$ cat src/assert_macros.svh
// Assertion helpers for the meter frame receiver.
`ifndef ASSERT_MACROS_SVH
`define ASSERT_MACROS_SVH

`ifndef ASSERT_OFF

`define MFR_ASSERT(lbl, clk, rstn, prop) \
  lbl: assert property (@(posedge clk) disable iff (!rstn) prop) \
    else $error("%m: check failed");

`define MFR_NEVER(lbl, clk, rstn, expr) \
  lbl: assert property (@(posedge clk) disable iff (!rstn) !(expr)) \
    else $error("%m: forbidden condition seen");

`else

`define MFR_ASSERT(lbl, clk, rstn, prop)

`define MFR_NEVER(lbl, clk, rstn, expr)

`endif

`endif

$ cat src/mfr_pkg.sv
`timescale 1ns / 1ps

package mfr_pkg;

  localparam logic [7:0] START_BYTE  = 8'h68;
  localparam logic [7:0] END_BYTE    = 8'h16;
  localparam logic [7:0] DATA_OFFSET = 8'h33;
  localparam logic [7:0] WILD_A      = 8'hAA;
  localparam logic [7:0] WILD_B      = 8'h99;

  localparam int unsigned ADDR_BYTES = 6;
  localparam int unsigned ADDR_W     = 8 * ADDR_BYTES;

  localparam logic [3:0] HDR_LAST_POS = 4'd8;
  localparam logic [3:0] HDR_SEP_POS  = 4'd6;
  localparam logic [3:0] HDR_CTRL_POS = 4'd7;

  localparam logic [1:0] PH_HUNT   = 2'd0;
  localparam logic [1:0] PH_HEADER = 2'd1;
  localparam logic [1:0] PH_BODY   = 2'd2;

  localparam logic [1:0] KIND_DATA = 2'd0;
  localparam logic [1:0] KIND_GOOD = 2'd1;
  localparam logic [1:0] KIND_BAD  = 2'd2;

  typedef struct packed {
    logic [1:0] kind;
    logic [7:0] data_length;
    logic [7:0] control_code;
    logic [7:0] data_value;
    logic [7:0] data_index;
  } result_t;

  // Bit k set: address byte k is compared (some byte at k or above is not a wildcard).
  function automatic logic [ADDR_BYTES-1:0] compare_mask(input logic [ADDR_W-1:0] addr);
    logic [ADDR_BYTES-1:0] mask;
    logic                  keep;
    logic [7:0]            b;
    mask = '0;
    keep = 1'b0;
    for (int k = ADDR_BYTES - 1; k >= 0; k--) begin
      b = addr[8*k +: 8];
      keep = keep | ((b != WILD_A) && (b != WILD_B));
      mask[k] = keep;
    end
    return mask;
  endfunction

endpackage

$ cat src/mfr_parser.sv
`timescale 1ns / 1ps
`include "assert_macros.svh"

module mfr_parser (
  input  logic                             clk,
  input  logic                             rst_n,
  input  logic                             step,
  input  logic [7:0]                       rx_byte,
  input  logic [mfr_pkg::ADDR_W-1:0]       exp_addr,
  input  logic [mfr_pkg::ADDR_BYTES-1:0]   cmp_mask,
  output logic                             has_res,
  output mfr_pkg::result_t                 res
);

  logic [1:0] phase_r, phase_nxt;
  logic [8:0] bytes_left_r, bytes_left_nxt;
  logic [3:0] hdr_pos_r, hdr_pos_nxt;
  logic [7:0] sum_r, sum_nxt;
  logic [7:0] flen_r, flen_nxt;
  logic [7:0] fctrl_r, fctrl_nxt;
  logic       addr_ok_r, addr_ok_nxt;
  logic       sum_ok_r, sum_ok_nxt;
  logic [7:0] dpos_r, dpos_nxt;

  logic [2:0] abyte_sel;
  logic [7:0] abyte;
  logic       addr_ok_hdr;

  assign abyte_sel = hdr_pos_r[2:0];
  assign abyte     = exp_addr[{abyte_sel, 3'b000} +: 8];

  always_comb begin
    addr_ok_hdr = addr_ok_r;
    if (hdr_pos_r < mfr_pkg::HDR_SEP_POS) begin
      if (cmp_mask[abyte_sel] && (rx_byte != abyte)) addr_ok_hdr = 1'b0;
    end else if (hdr_pos_r == mfr_pkg::HDR_SEP_POS) begin
      if (rx_byte != mfr_pkg::START_BYTE) addr_ok_hdr = 1'b0;
    end
  end

  always_comb begin
    phase_nxt      = phase_r;
    bytes_left_nxt = bytes_left_r;
    hdr_pos_nxt    = hdr_pos_r;
    sum_nxt        = sum_r;
    flen_nxt       = flen_r;
    fctrl_nxt      = fctrl_r;
    addr_ok_nxt    = addr_ok_r;
    sum_ok_nxt     = sum_ok_r;
    dpos_nxt       = dpos_r;
    has_res        = 1'b0;
    res.kind         = mfr_pkg::KIND_DATA;
    res.data_index   = 8'd0;
    res.data_value   = 8'd0;
    res.control_code = fctrl_r;
    res.data_length  = flen_r;
    case (phase_r)
      mfr_pkg::PH_HEADER: begin
        sum_nxt     = sum_r + rx_byte;
        addr_ok_nxt = addr_ok_hdr;
        if (hdr_pos_r == mfr_pkg::HDR_CTRL_POS) fctrl_nxt = rx_byte;
        if (hdr_pos_r == mfr_pkg::HDR_LAST_POS) flen_nxt = rx_byte;
        hdr_pos_nxt = hdr_pos_r + 4'd1;
        if (hdr_pos_r == mfr_pkg::HDR_LAST_POS) begin
          if (addr_ok_hdr) begin
            bytes_left_nxt = {1'b0, rx_byte} + 9'd2;
            dpos_nxt       = 8'd0;
            sum_ok_nxt     = 1'b0;
            phase_nxt      = mfr_pkg::PH_BODY;
          end else begin
            phase_nxt = mfr_pkg::PH_HUNT;
          end
        end
      end
      mfr_pkg::PH_BODY: begin
        if (bytes_left_r > 9'd2) begin
          sum_nxt        = sum_r + rx_byte;
          dpos_nxt       = dpos_r + 8'd1;
          bytes_left_nxt = bytes_left_r - 9'd1;
          has_res        = 1'b1;
          res.data_index = dpos_r;
          res.data_value = rx_byte - mfr_pkg::DATA_OFFSET;
        end else if (bytes_left_r == 9'd2) begin
          sum_ok_nxt     = (rx_byte == sum_r);
          bytes_left_nxt = 9'd1;
        end else begin
          bytes_left_nxt = 9'd0;
          phase_nxt      = mfr_pkg::PH_HUNT;
          has_res        = 1'b1;
          res.kind       = (rx_byte == mfr_pkg::END_BYTE && sum_ok_r) ?
                           mfr_pkg::KIND_GOOD : mfr_pkg::KIND_BAD;
        end
      end
      default: begin
        phase_nxt = mfr_pkg::PH_HUNT;
        if (rx_byte == mfr_pkg::START_BYTE) begin
          sum_nxt     = mfr_pkg::START_BYTE;
          hdr_pos_nxt = 4'd0;
          addr_ok_nxt = 1'b1;
          phase_nxt   = mfr_pkg::PH_HEADER;
        end
      end
    endcase
  end

  always_ff @(posedge clk) begin
    if (!rst_n) begin
      phase_r      <= mfr_pkg::PH_HUNT;
      bytes_left_r <= 9'd0;
      hdr_pos_r    <= 4'd0;
      sum_r        <= 8'd0;
      flen_r       <= 8'd0;
      fctrl_r      <= 8'd0;
      addr_ok_r    <= 1'b1;
      sum_ok_r     <= 1'b0;
      dpos_r       <= 8'd0;
    end else if (step) begin
      phase_r      <= phase_nxt;
      bytes_left_r <= bytes_left_nxt;
      hdr_pos_r    <= hdr_pos_nxt;
      sum_r        <= sum_nxt;
      flen_r       <= flen_nxt;
      fctrl_r      <= fctrl_nxt;
      addr_ok_r    <= addr_ok_nxt;
      sum_ok_r     <= sum_ok_nxt;
      dpos_r       <= dpos_nxt;
    end
  end

  `MFR_ASSERT(a_hdr_pos_range, clk, rst_n,
    (phase_r == mfr_pkg::PH_HEADER) |-> (hdr_pos_r <= mfr_pkg::HDR_LAST_POS))
  `MFR_ASSERT(a_end_returns_hunt, clk, rst_n,
    (step && phase_r == mfr_pkg::PH_BODY && bytes_left_r <= 9'd1)
      |=> (phase_r == mfr_pkg::PH_HUNT))
  `MFR_NEVER(a_body_len_bound, clk, rst_n,
    (phase_r == mfr_pkg::PH_BODY) && (bytes_left_r > 9'd257))

endmodule

$ cat src/mfr_out_stage.sv
`timescale 1ns / 1ps
`include "assert_macros.svh"

module mfr_out_stage (
  input  logic              clk,
  input  logic              rst_n,
  input  logic              load,
  input  mfr_pkg::result_t  res,
  output logic              free,
  output logic              out_tvalid,
  input  logic              out_tready,
  output logic [31:0]       out_tdata,
  output logic [1:0]        out_tuser
);

  logic             valid_r, valid_nxt;
  mfr_pkg::result_t res_r;

  assign free = !valid_r || out_tready;

  always_comb begin
    valid_nxt = valid_r;
    if (load) valid_nxt = 1'b1;
    else if (out_tready) valid_nxt = 1'b0;
  end

  always_ff @(posedge clk) begin
    if (!rst_n) begin
      valid_r <= 1'b0;
    end else begin
      valid_r <= valid_nxt;
    end
  end

  always_ff @(posedge clk) begin
    if (load) begin
      res_r <= res;
    end
  end

  assign out_tvalid = valid_r;
  assign out_tdata  = {res_r.data_length, res_r.control_code, res_r.data_value,
                       res_r.data_index};
  assign out_tuser  = res_r.kind;

  `MFR_ASSERT(a_load_into_free_slot, clk, rst_n, load |-> (!valid_r || out_tready))

endmodule

$ cat src/meter_frame_receiver.sv
`timescale 1ns / 1ps
`include "assert_macros.svh"

// Meter reply frame receiver. Takes one received byte per beat and accepts a
// byte every clock cycle unless a result waits on a full output register;
// a byte passes an input register, is parsed combinationally and any result
// lands in an output register. Data bytes come out at once with 0x33
// removed (tuser = data); the end byte yields a good or bad frame status.
// Frames whose header or address does not match are dropped with no result.
// Trailing 0xAA/0x99 bytes of the configured address act as wildcards.
// Write the address register only while no frame is in progress.
module meter_frame_receiver (
  input  logic        clk,
  input  logic        rst_n,
  input  logic        in_tvalid,
  output logic        in_tready,
  input  logic [7:0]  in_tdata,     // [7:0] rx_byte
  output logic        out_tvalid,
  input  logic        out_tready,
  output logic [31:0] out_tdata,    // [7:0] data_index, [15:8] data_value,
                                    // [23:16] control_code, [31:24] data_length
  output logic [1:0]  out_tuser,    // [1:0] kind
  input  logic        cfg_wr_en,
  input  logic [47:0] cfg_wr_data   // [47:0] expected_address
);

  logic [mfr_pkg::ADDR_W-1:0]     addr_r;
  logic [mfr_pkg::ADDR_BYTES-1:0] mask_r;
  logic                           in_valid_r, in_valid_nxt;
  logic [7:0]                     in_byte_r;
  logic                           has_res;
  logic                           out_free;
  logic                           s1_adv;
  mfr_pkg::result_t               res;

  always_ff @(posedge clk) begin
    if (!rst_n) begin
      addr_r <= '0;
      mask_r <= '1;
    end else if (cfg_wr_en) begin
      addr_r <= cfg_wr_data;
      mask_r <= mfr_pkg::compare_mask(cfg_wr_data);
    end
  end

  assign s1_adv    = in_valid_r && (!has_res || out_free);
  assign in_tready = !in_valid_r || s1_adv;

  always_comb begin
    in_valid_nxt = in_valid_r;
    if (in_tvalid && in_tready) in_valid_nxt = 1'b1;
    else if (s1_adv) in_valid_nxt = 1'b0;
  end

  always_ff @(posedge clk) begin
    if (!rst_n) begin
      in_valid_r <= 1'b0;
    end else begin
      in_valid_r <= in_valid_nxt;
    end
  end

  always_ff @(posedge clk) begin
    if (in_tvalid && in_tready) begin
      in_byte_r <= in_tdata;
    end
  end

  mfr_parser u_parser (
    .clk      (clk),
    .rst_n    (rst_n),
    .step     (s1_adv),
    .rx_byte  (in_byte_r),
    .exp_addr (addr_r),
    .cmp_mask (mask_r),
    .has_res  (has_res),
    .res      (res)
  );

  mfr_out_stage u_out (
    .clk        (clk),
    .rst_n      (rst_n),
    .load       (s1_adv && has_res),
    .res        (res),
    .free       (out_free),
    .out_tvalid (out_tvalid),
    .out_tready (out_tready),
    .out_tdata  (out_tdata),
    .out_tuser  (out_tuser)
  );

  `MFR_ASSERT(a_held_byte_stays, clk, rst_n,
    (in_valid_r && !s1_adv) |=> (in_valid_r && $stable(in_byte_r)))
  `MFR_ASSERT(a_mask_follows_addr, clk, rst_n,
    $past(cfg_wr_en) |-> (mask_r == mfr_pkg::compare_mask(addr_r)))

endmodule
$ cat config.mk
export PLATFORM = sky130hd
export DESIGN_NAME = meter_frame_receiver
export DESIGN_NICKNAME = d
export VERILOG_FILES = /design/src/mfr_pkg.sv /design/src/mfr_parser.sv /design/src/mfr_out_stage.sv /design/src/meter_frame_receiver.sv
export VERILOG_INCLUDE_DIRS = /design/src /design/src/src
export SDC_FILE = /design/constraint.sdc
export NUM_CORES = 1
export LEC_CHECK = 0
export BUFFER_PORTS_ARGS = -buffer_cell sky130_fd_sc_hd__buf_2
export CORE_UTILIZATION = 62
export DETAILED_ROUTE_END_ITERATION = 12
export PLACE_DENSITY = 0.85
export SYNTH_ARGS = -nofsm -noshare
export SYNTH_HDL_FRONTEND = slang
export SYNTH_SLANG_ARGS = --single-unit
$ cat constraint.sdc
create_clock -name clk -period 4.32 [get_ports clk]
set_clock_uncertainty 0.05 [all_clocks]
set_input_delay 0.216 -clock clk [delete_from_list [all_inputs] [get_ports clk]]
set_output_delay 0.216 -clock clk [all_outputs]
set_load 0.02 [all_outputs]
# == Yosys cells after proc, flatten, opt, wreduce, memory -nomap -nowiden ==
# Index checks and enable logic that the tools add are counted.
# op_classes
n_addsub,6
n_lt_le_gt_ge,3
n_eq_ne,29
n_shift,1
n_mux,41
n_bitwise,6
reduce_logical,32
# ops
cell,count
$ne 8x8->1 const B,12
$shiftx 48x7->8,1
$mux 8,5
$pmux 8 s2,2
$mux 9,3
$mux 1,19
$pmux 9 s2,1
$reduce_and 3->1,4
$logic_and 1x1->1,11
$mux 2,5
$add 8x2->9 const B,1
$eq 9x2->1 const B,1
$gt 9x2->1 const B,1
$sub 9x1->9 const B,1
$add 8x1->8 const B,1
$add 8x8->8,1
$eq 4x3->1 const B,2
$eq 8x5->1 const B,1
$eq 8x7->1 const B,1
$eq 8x8->1,1
$ne 2x1->1 const B,4
$ne 8x7->1 const B,1
$ne 8x8->1,1
$pmux 4 s2,1
23 further kinds,37
# totals
regBits,147
output_inout_bits,36
elab_cells,137

# == Depth between registers and ports, before layout ==
# Gate-level depths: netlist of run 1.
# depth
ltp_word,10
depth_mapped,12

# == By module ==
# From an unflattened synthesis of run 1, not the netlist that was laid out.
# unflattened
hier_cells,742
area_unflattened_um2,7557.2
# modules_own_cells
mod,instances,cells_each,area_per_inst_um2,seq_area_each_um2
mfr_parser,1,485,3922.5,980.9
meter_frame_receiver,1,219,2565.0,1341.3
mfr_out_stage,1,38,1069.8,1041.0

# == Worst setup path after synthesis of run 1 ==
# OpenSTA, ideal clock, no wires.
# synth_timing
path_type,register to register
start,register in_byte_r[1]
end,register u_parser.sum_r[7]
arrival_time_ns,2.421
required_ns,4.196
path_slack_ns,1.775
path_stages_with_launch,10
period_less_slack_ns,2.545
path_cell_list,edfxtp_1 -> inv_1 -> ha_1 -> nand4_1 -> nor4_1 -> nor2b_1 -> or3_1 -> buf_2 -> or4_1 -> a31oi_1
# synth_via
elab_chain_cells,3
elab_cells_between_ends,6
classes_between,add/sub (1); eq/ne (1); mux (2); reduce/logical (2)
# synth_lines
element,line_no,text
from (decl),meter_frame_receiver.sv:30,logic [7:0] in_byte_r;
from (signal assigned),meter_frame_receiver.sv:65,in_byte_r <= in_tdata;
$add 8x8->8 / $eq 8x7->1 (equally long branches),"mfr_parser.sv:59, mfr_parser.sv:77, mfr_parser.sv:96",
$mux 8 / $reduce_bool 3->1 (equally long branches),-,
$pmux 8 s2 / $reduce_and 3->1 (equally long branches),-,
to (signal assigned),mfr_parser.sv:121,sum_r <= sum_nxt;
to (decl),mfr_parser.sv:18,"logic [7:0] sum_r, sum_nxt;"
# Parallel ways exist; a longest one is shown, timed or not. The select of a mux whose other input is x is not followed.
# A chain may end at the register's enable or synchronous reset.

# == Worst setup path after layout of run 1 ==
# layout_timing
start,register in_byte_r[1]
end,register u_parser.sum_r[0]
# layout_via
elab_chain_cells,3
# layout_lines
element,line_no,text
$eq 8x7->1,mfr_parser.sv:96,if (rx_byte == mfr_pkg::START_BYTE) begin
$reduce_bool 3->1 (no line),-,
$reduce_and 3->1 (no line),-,
# Every way passes these cells.

==> results.cfg, run 1 <==
[status]
status = complete, no violations

[synth]
synth_top_family_by_area = simple AND/OR/NAND/NOR gates
synth_adder_area_share_pct = 3.813
syn_nets = 783
synth_xor_area_share_pct = 2.842
syn-cell-area_sq_um = 7088
synthTopCellsByCount = 105 x dfxtp_1, 76 x mux2i_1, 68 x nor2_1
synth-async-reset-ratio_pct = 0
synth_area_leaders = dfxtp_1 30%, edfxtp_1 18%, mux2i_1 11%, nor2b_1 3.8%, nor2_1 3.6%
synth-compound-area-share_pct = 9.056
synth_top_cell_by_area = dfxtp_1
yosysMostFrequentCell = dfxtp_1
ys_seq_area_share_pct = 47.45
avgSynthCellArea_sq_um = 10.11
postSynthCellCount = 701
yosysWarnings = 0
synth_edf_count = 42
yosys_register_bits = 147
synth_simple_gate_area_share_pct = 19.75
synthFlopType = dfxtp_1
synth_top_area_share_pct = 29.66
ys_types = 50
muxShareOfSynthArea_pct = 13.59

[routing]
drtIter0Drc = 425
wirelength_microns = 16720
drt_pre_antenna_iters = 5
via_per_inst = 6.011
vias = 5668
ant_nets = 0
drc = 0
wl_per_cell_microns = 17.73

[power]
peakVddDrop_uv = 326.1
pwr-share-seq_pct = 46.1
comb_power_share_pct = 6.6
switching_share_pct = 22.33
powerDensity_nw_per_um2 = 387.2
p_clk_share_pct = 47.3
p_int_mw = 2.512
power.switching_mw = 0.7220
p_leak_nw = 3.314

[grt]
grt_pass1_vias = 5297
grt_pass1_wl_microns = 26250
globalRouteOverflowTotal = 0
antenna_found_initial = 0
grt.total_usage_pct = 29.24
grt_max_degree = 62

[place]
post_dp_cell_area_sq_um = 7605
place_congestion = 0.8490
io_buffers = 96
dp_hpwl_microns = 11050

[timing]
period_share_pct = 73.00
fmax_mhz = 317.1
setup_viol = 0
slew_violations = 0
slew-limit-headroom_pct = 22.05
post-route-min-period_ns = 3.154
rsz0062_at_grt = no
final.setup.tns_ns = 0
worstMarginPinSlew_ns = 1.161
finalHoldViolCount = 0

[floorplan]
die_w_microns = 108.9
core-area_sq_um = 10980
fp-row-count = 38
ios = 97
die_h_microns = 108.9
start_util_pct = 64.54
die_area_sq_um = 11860

[cts]
cts_tree = yes
cts_made_buffers = 17
path_clk_slew_ns = 0.06
cts_buffer_depth = 2
cts.sinks = 147
htree_levels = 4
cts_root_buffer = clkbuf_16
clock_latency_ns = 0.43
post_cts_resized = 0

[critical_path]
crit_buf_inv = 1
cpLargestDelayFamily = simple AND/OR/NAND/NOR gates
cp-start-kind = register
critical-path-max-stage-delay_ns = 0.60
cp.required_ns = 4.63
critPathKind = reg -> reg
arrival_ns = 3.46
crit_path_cell_trace = inv_1 > ha_1 > nand4_1 > nor4_1 > nor2b_1 > or3_1 > or3b_2 > a21oi_1
endpoint_kind = register
path_max_fanout = 16
critPathSlowestCell = nor4_1

[finish]
antenna_cells = 0
drive_gt1_share_pct = 17.93
register_area_sq_um = 3363
multiInputGateArea_sq_um = 3477
n_fill_cell = 696
fin_nets = 872
areaGrowthSynthToFinish_pct = 17.81
stdcell_area_sq_um = 8351

[worst_hold_path]
hold_path.class = in -> reg

[run]
cap_violations = 0
## layer usage
metal / wire length (microns) / track usage [%] / vias to the layer above
met5: 0 / 0 / -
met4: 257 / 10.42 / 0
met3: 1078 / 6.695 / 25
met2: 8473 / 49.46 / 239
met1: 6908 / 36.50 / 2705
li1: - / - / 2699
## per-stage QoR
step | total power, mW | instances | utilization (%) | hold WS [ns] | worst slack [ns]
after global placement | 1.706 | 898 | 69.24 | 0.3462 | 1.436
after global routing | 3.330 | 943 | 76.03 | 0.02178 | 0.9491
after detailed placement | 1.717 | 898 | 69.24 | 0.3553 | 1.255
final | 3.234 | 943 | 76.03 | 0.003545 | 1.166
after floorplan | 1.639 | 701 | - | 0.2649 | 1.775
after CTS | 3.240 | 943 | 76.03 | 0.004659 | 1.222
## flip-flops by register name, indices dropped and copies added, names as in the netlist, 2 cells and up
register               flops
in_byte_r                  8
u_parser.hdr_pos_r         4
u_parser.sum_r             8
u_out.out_tuser            2
addr_r                    48
u_parser.fctrl_r           8
u_out.out_tdata           32
u_parser.phase_r           2
u_parser.flen_r            8
mask_r                     6
u_parser.bytes_left_r      9
u_parser.dpos_r            8
## what timing repair did
item	CTS	global route
hold buffers	13	0
setup buffers	0	0
hold endpoints to repair	13	0
## final cells by class
| type | instances | area share [%] |
|---|---|---|
| tap | 140 | 2.098 |
| clock buffer | 17 | 5.094 |
| clock inverter | 15 | 2.277 |
| sequential | 147 | 40.28 |
| inverter | 21 | 0.9440 |
| multi-input combinational | 490 | 41.64 |
| timing repair buffer | 113 | 7.672 |
## placed cells by master (no fill, tap or decap), drive strengths merged, types with 8 or more instances in the layout
cell type,netlist,layout
xnor2,15,15
mux2i,76,76
nand2,37,37
buf,10,100
a21oi,26,26
nor4,10,10
ha,20,20
inv,19,19
nor2,69,69
dlygate4sd3,0,13
and2,15,15
mux4,9,9
edfxtp,42,42
dfxtp,105,105
nor4bb,19,19
nand3,15,15
o21ai,36,36
nor2b,43,43
nor3,17,17
clkinv,2,9
clkbuf,33,17
xor2,8,8
## worst reg2reg max path: stages (launching register included)
cell and delay [ns]:
edfxtp_1 0.59, inv_1 0.19, ha_1 0.18, nand4_1 0.11, nor4_1 0.60, nor2b_1 0.09
or3_1 0.57, or3b_2 0.56, a21oi_1 0.16
## cell families (layout without fill, tap and decap cells)
logic type | after synthesis | count (layout)
AO/OA/AOI/OAI | 106 | 106
flip-flops | 147 | 147
buffers and inverters | 64 | 166
XOR/XNOR | 23 | 23
AND/OR/NAND/NOR | 255 | 255
multiplexers | 85 | 85
adder cells (fa/ha/maj) | 21 | 21
## power by group through the flow
stage,combinational [mW],clock [mW],sequential [mW]
after floorplan,0.149,0,1.49
after global placement,0.192,0,1.51
after detailed placement,0.200,0,1.52
after CTS,0.211,1.54,1.49
after global routing,0.232,1.61,1.49
final,0.215,1.53,1.49
## worst paths after layout
path	start	to	slack (ns)	cells past startpoint
hold / removal	cfg_wr_data[41]	addr_r[41]	0.004	3
setup / recovery	in_byte_r[1]	u_parser.sum_r[0]	1.17	8
setup reg to reg	in_byte_r[1]	u_parser.sum_r[0]	1.17	8
hold reg to reg	u_parser.flen_r[0]	u_out.out_tdata[24]	0.38	0
Note: power is estimated with default switching activity, not from simulation.
==> inputs of run 2 (changes only) <==
ABC_AREA = 1   (was not set)
CORE_UTILIZATION = 58   (was 62)
PLACE_DENSITY = 0.8   (was 0.85)
clock period = 3.2 ns   (was 4.32 ns; I/O delays follow)
==> results.cfg, run 2 <==
[power]
p_leak_nw = 3.956
power.switching_mw = 1.114
p_clk_share_pct = 44.4
comb_power_share_pct = 10.2
peakVddDrop_uv = 593.0
pwr-share-seq_pct = 45.4
switching_share_pct = 24.88
p_int_mw = 3.365
powerDensity_nw_per_um2 = 502.1

[synth]
muxShareOfSynthArea_pct = 0
synth_top_cell_by_area = dfxtp_1
synth_adder_area_share_pct = 3.697
ys_types = 51
syn-cell-area_sq_um = 7310
yosysMostFrequentCell = nand2_1
synth_simple_gate_area_share_pct = 23.57
yosysWarnings = 0
synthFlopType = dfxtp_1
synthTopCellsByCount = 160 x nand2_1, 122 x nor2_1, 111 x inv_1
synth_top_area_share_pct = 28.76
synth_edf_count = 42
syn_nets = 1025
synth_top_family_by_area = simple AND/OR/NAND/NOR gates
avgSynthCellArea_sq_um = 7.751
synth-compound-area-share_pct = 15.88
postSynthCellCount = 943
yosys_register_bits = 147
synth_area_leaders = dfxtp_1 29%, edfxtp_1 17%, nand2_1 8.2%, a21oi_1 6.5%, nor2_1 6.3%
ys_seq_area_share_pct = 46.01
synth-async-reset-ratio_pct = 0
synth_xor_area_share_pct = 1.318

[timing]
slew-limit-headroom_pct = 58.98
final.setup.tns_ns = 0
rsz0062_at_grt = no
post-route-min-period_ns = 2.706
worstMarginPinSlew_ns = 0.6153
slew_violations = 0
setup_viol = 0
fmax_mhz = 369.5
period_share_pct = 84.56
finalHoldViolCount = 0
setup_slack_ns = 0.4940

[finish]
multiInputGateArea_sq_um = 3251
layout_common_cells = 160 x nand2_1, 122 x nor2_1, 111 x inv_1
n_fill_cell = 924
largest_reg_flops = 48
final_common_cell = nand2_1
drive_gt1_share_pct = 16.18
register_area_sq_um = 3363
fin_nets = 1157
areaGrowthSynthToFinish_pct = 22.05
final_cell_count_no_fill = 1256
top_register = addr_r
antenna_cells = 0
post-route-util_pct = 73.35

[critical_path]
crit_buf_inv = 1
critical-path-max-stage-delay_ns = 0.55
critPathSlowestCell = edfxtp_1
cpLargestDelayFamily = simple AND/OR/NAND/NOR gates
critPathKind = reg -> reg
cp.required_ns = 3.51
endpoint_kind = register
path_max_fanout = 8
crit_path_cell_trace = inv_1 > ha_1 > nand3_1 > nor4_2 > o21ai_0 > nor2_2 > nand2_1 > a21oi_1 > o21ai_1 > a21oi_1
r2r-start = in_byte_r[1]
cp-start-kind = register
crit_start = in_byte_r[1]
arrival_ns = 3.01
critPathMostFrequentCell = a21oi_1

[cts]
cts_buffer_depth = 2
path_clk_slew_ns = 0.06
cts_made_buffers = 17
cts_root_buffer = clkbuf_16
clock_latency_ns = 0.43
post_cts_buffers = 0
cts.sinks = 147
cts_tree = yes
post_cts_resized = 0
ctsHoldBuffers = 50
htree_levels = 4

[routing]
wirelength_microns = 19020
drtIter0Drc = 616
via_per_inst = 5.435
wl_per_cell_microns = 15.14
vias = 6826
drt_pre_antenna_iters = 5
drc = 0
ant_nets = 0

[place]
dp_hpwl_microns = 12330
io_buffers = 96
dpl.cell_count = 1174
place_congestion = 0.8998
post-place-ws_ns = 0.5714

[floorplan]
die_area_sq_um = 13060
die_h_microns = 114.3
start_util_pct = 60.10
die_w_microns = 114.3
core-area_sq_um = 12160
ios = 97
fp-row-count = 40

[grt]
grt_max_degree = 71
globalRouteOverflowTotal = 0
grt_pass1_vias = 6493
grt.total_usage_pct = 30.69
antenna_found_initial = 0
grt_pass1_wl_microns = 30790

[status]
status = complete, no violations

[worst_hold_path]
hold_path.class = in -> reg
hp-start = cfg_wr_data[33]

[run]
cap_violations = 0
==> run 2: cell families (layout without fill, tap and decap cells) <==
family	Yosys count	in the layout
XOR/XNOR	11	11
AO/OA/AOI/OAI	213	213
adder cells (fa/ha/maj)	21	21
AND/OR/NAND/NOR	391	391
flip-flops	147	147
buffers and inverters	160	305
==> run 2: metrics by stage <==
step | cell area [sq um] | total power, mW | hold WS [ns]
after global placement | 7823 | 2.456 | 0.2867
after global routing | 8921 | 4.628 | 0.02141
after CTS | 8921 | 4.471 | 0.0009314
after detailed placement | 7823 | 2.462 | 0.2881
after floorplan | 7310 | 2.323 | 0.2089
final | 8921 | 4.480 | 0.01056
==> run 2: layout make-up <==
type                            count  area share (%)
Multi-Input combinational cell    636           36.44
Timing Repair Buffer              155           11.75
Sequential cell                   147           37.70
Clock inverter                     10           1.024
Clock buffer                       22           5.680
Inverter                          118           5.049
Tap cell                          168           2.356
==> run 2: worst register-to-register path: cells and delay by family, from the launching register on <==
| kind | cells | cell delay [ns] |
|---|---|---|
| AOI/OAI and AO/OA | 4 | 0.57 |
| and+or+nand+nor | 4 | 0.95 |
| DFF | 1 | 0.55 |
| buffers and inverters | 1 | 0.31 |
| adders and majority gates | 1 | 0.20 |
==> run 2: power by group through the flow <==
| stage | registers, mW | logic [mW] | clock network, mW |
|---|---|---|---|
| after floorplan | 2.05 | 0.271 | 0 |
| after global placement | 2.07 | 0.386 | 0 |
| after detailed placement | 2.07 | 0.392 | 0 |
| after CTS | 2.03 | 0.442 | 2.00 |
| after global routing | 2.04 | 0.511 | 2.08 |
| final | 2.03 | 0.457 | 1.99 |
==> run 2: final timing paths <==
path,to,slack [ns],depth (start not counted)
hold reg to reg,u_out.out_tdata[17],0.38,0
setup / recovery,u_parser.sum_r[2],0.49,10
hold / removal,addr_r[33],0.01,3
setup reg to reg,u_parser.sum_r[2],0.49,10
==> run 2: layer usage <==
layer	up-vias	GRT usage, %	wire (microns)
met1	3130	37.00	7871
li1	3382	-	-
met5	-	0	0
met4	0	12.73	493
met3	42	7.676	1333
met2	272	52.32	9316
==> inputs of run 3 (changes only) <==
clock period = 2.8 ns   (was 3.2 ns; I/O delays follow)
==> results.cfg, run 3 (synthesis results as in run 2) <==
[cts]
path_clk_slew_ns = 0.06
cts.sinks = 147
post_cts_buffers = 0
clock_latency_ns = 0.42
cts_buffer_depth = 2
cts_root_buffer = clkbuf_16
htree_levels = 4
cts_made_buffers = 17
cts_tree = yes

[critical_path]
cp.required_ns = 3.07
path_max_fanout = 13
ff2ff_path_depth = 13
cp-start-kind = register
endpoint_kind = register
arrival_ns = 2.74
critPathKind = reg -> reg

[status]
status = complete, no violations

[grt]
grt_pass1_vias = 6674
grt.total_usage_pct = 31.27
antenna_found_initial = 0
grt_pass1_wl_microns = 31580
globalRouteOverflowTotal = 0
grt_max_degree = 47

[timing]
period_share_pct = 88.22
fin_hold_ws_ns = 0.02011
post-route-min-period_ns = 2.470
slew-limit-headroom_pct = 62.83
rsz0062_at_grt = no
setup_viol = 0
fmax_mhz = 404.8
worstMarginPinSlew_ns = 0.5529
slew_violations = 0
finalHoldViolCount = 0
final.setup.tns_ns = 0

[place]
place_congestion = 0.9239
dp_hpwl_microns = 12370
post_dp_cell_area_sq_um = 7918
io_buffers = 96

[finish]
top_register = addr_r
final_common_cell = nand2_1
drive_gt1_share_pct = 16.85
fin_nets = 1173
largest_reg_flops = 48
layout_common_cells = 160 x nand2_1, 122 x nor2_1, 111 x inv_1
areaGrowthSynthToFinish_pct = 23.72
antenna_cells = 0
stdcell_area_sq_um = 9044

[floorplan]
start_util_pct = 60.10
die_area_sq_um = 13060
die_w_microns = 114.3
ios = 97
fp-row-count = 40
core-area_sq_um = 12160
die_h_microns = 114.3

[power]
comb_power_share_pct = 10.6
pwr-share-seq_pct = 45.8
powerDensity_nw_per_um2 = 560.6
switching_share_pct = 24.97
p_leak_nw = 4.008
p_clk_share_pct = 43.6
p_int_mw = 3.804
power.switching_mw = 1.266
peakVddDrop_uv = 521.8

[routing]
vias = 6847
via_per_inst = 5.383
drtIter0Drc = 583
wl_per_cell_microns = 15.22
ant_nets = 0
wirelength_microns = 19360
drc = 0
drt_pre_antenna_iters = 7

[worst_hold_path]
hold_depth = 3
hold_path.class = in -> reg

[run]
cap_violations = 0
-- run 3: critical path, cell delays in order, from the launching register on --
cell      delay, ns
edfxtp_1       0.53
inv_1          0.25
ha_1           0.19
nand3_1        0.10
nor4_2         0.30
nor2_1         0.10
a31oi_2        0.17
nand2_2        0.09
nand2_4        0.15
nand2_4        0.10
inv_4          0.16
nand2_1        0.07
nand2_1        0.07
nor2_2         0.03
-- run 3: layer usage --
layer	share of wire (%)	track usage, %	up-vias	routed length, microns
met1	44	38.66	3122	8428
met5	0	0	-	0
met2	48	53.21	271	9334
met4	1.7	11.26	0	329
li1	-	-	3417	-
met3	6.5	7.464	37	1266
-- run 3: path summary, 6_finish.rpt --
path                       start                        to  slack, ns
max                 in_byte_r[1]  u_parser.bytes_left_r[8]       0.33
min               cfg_wr_data[0]                 addr_r[0]       0.02
max reg2reg         in_byte_r[1]  u_parser.bytes_left_r[8]       0.33
min reg2reg  u_parser.fctrl_r[0]       u_out.out_tdata[16]       0.38
-- run 3: power groups by stage --
stage               Combinational [mW]  Clock, mW  Sequential [mW]
finish                           0.538       2.21             2.32
global route                     0.595       2.32             2.33
CTS                              0.522       2.22             2.32
detailed placement               0.457          0             2.36
global placement                 0.452          0             2.36
floorplan                        0.310          0             2.34
-- run 3: per-stage QoR --
| stage | utilization (%) | setup slack [ns] | power (mW) | std cells |
|---|---|---|---|---|
| 6_report | 74.36 | 0.3297 | 5.070 | 1272 |
| 5_1_grt | 74.36 | 0.09503 | 5.244 | 1272 |
| 4_1_cts | 74.36 | 0.3362 | 5.061 | 1272 |
| 3_5_place_dp | 65.10 | 0.3364 | 2.822 | 1185 |
| 3_3_place_gp | 65.10 | 0.4652 | 2.816 | 1185 |
| 2_1_floorplan | - | 0.5093 | 2.655 | 943 |
-- run 3: area by class of cell --
cell class | count | area (sq um)
Multi-Input combinational cell | 636 | 3251
Inverter | 118 | 450.4
Tap cell | 168 | 210.2
Clock inverter | 14 | 136.4
Clock buffer | 18 | 439.2
Sequential cell | 147 | 3363
Fill cell | 882 | 3118
Timing Repair Buffer | 171 | 1194
-- run 3: what timing repair did --
action / in CTS / in global routing
hold buffers: 55 / 0
resized for setup: 0 / 0
hold endpoints to repair: 55 / 0
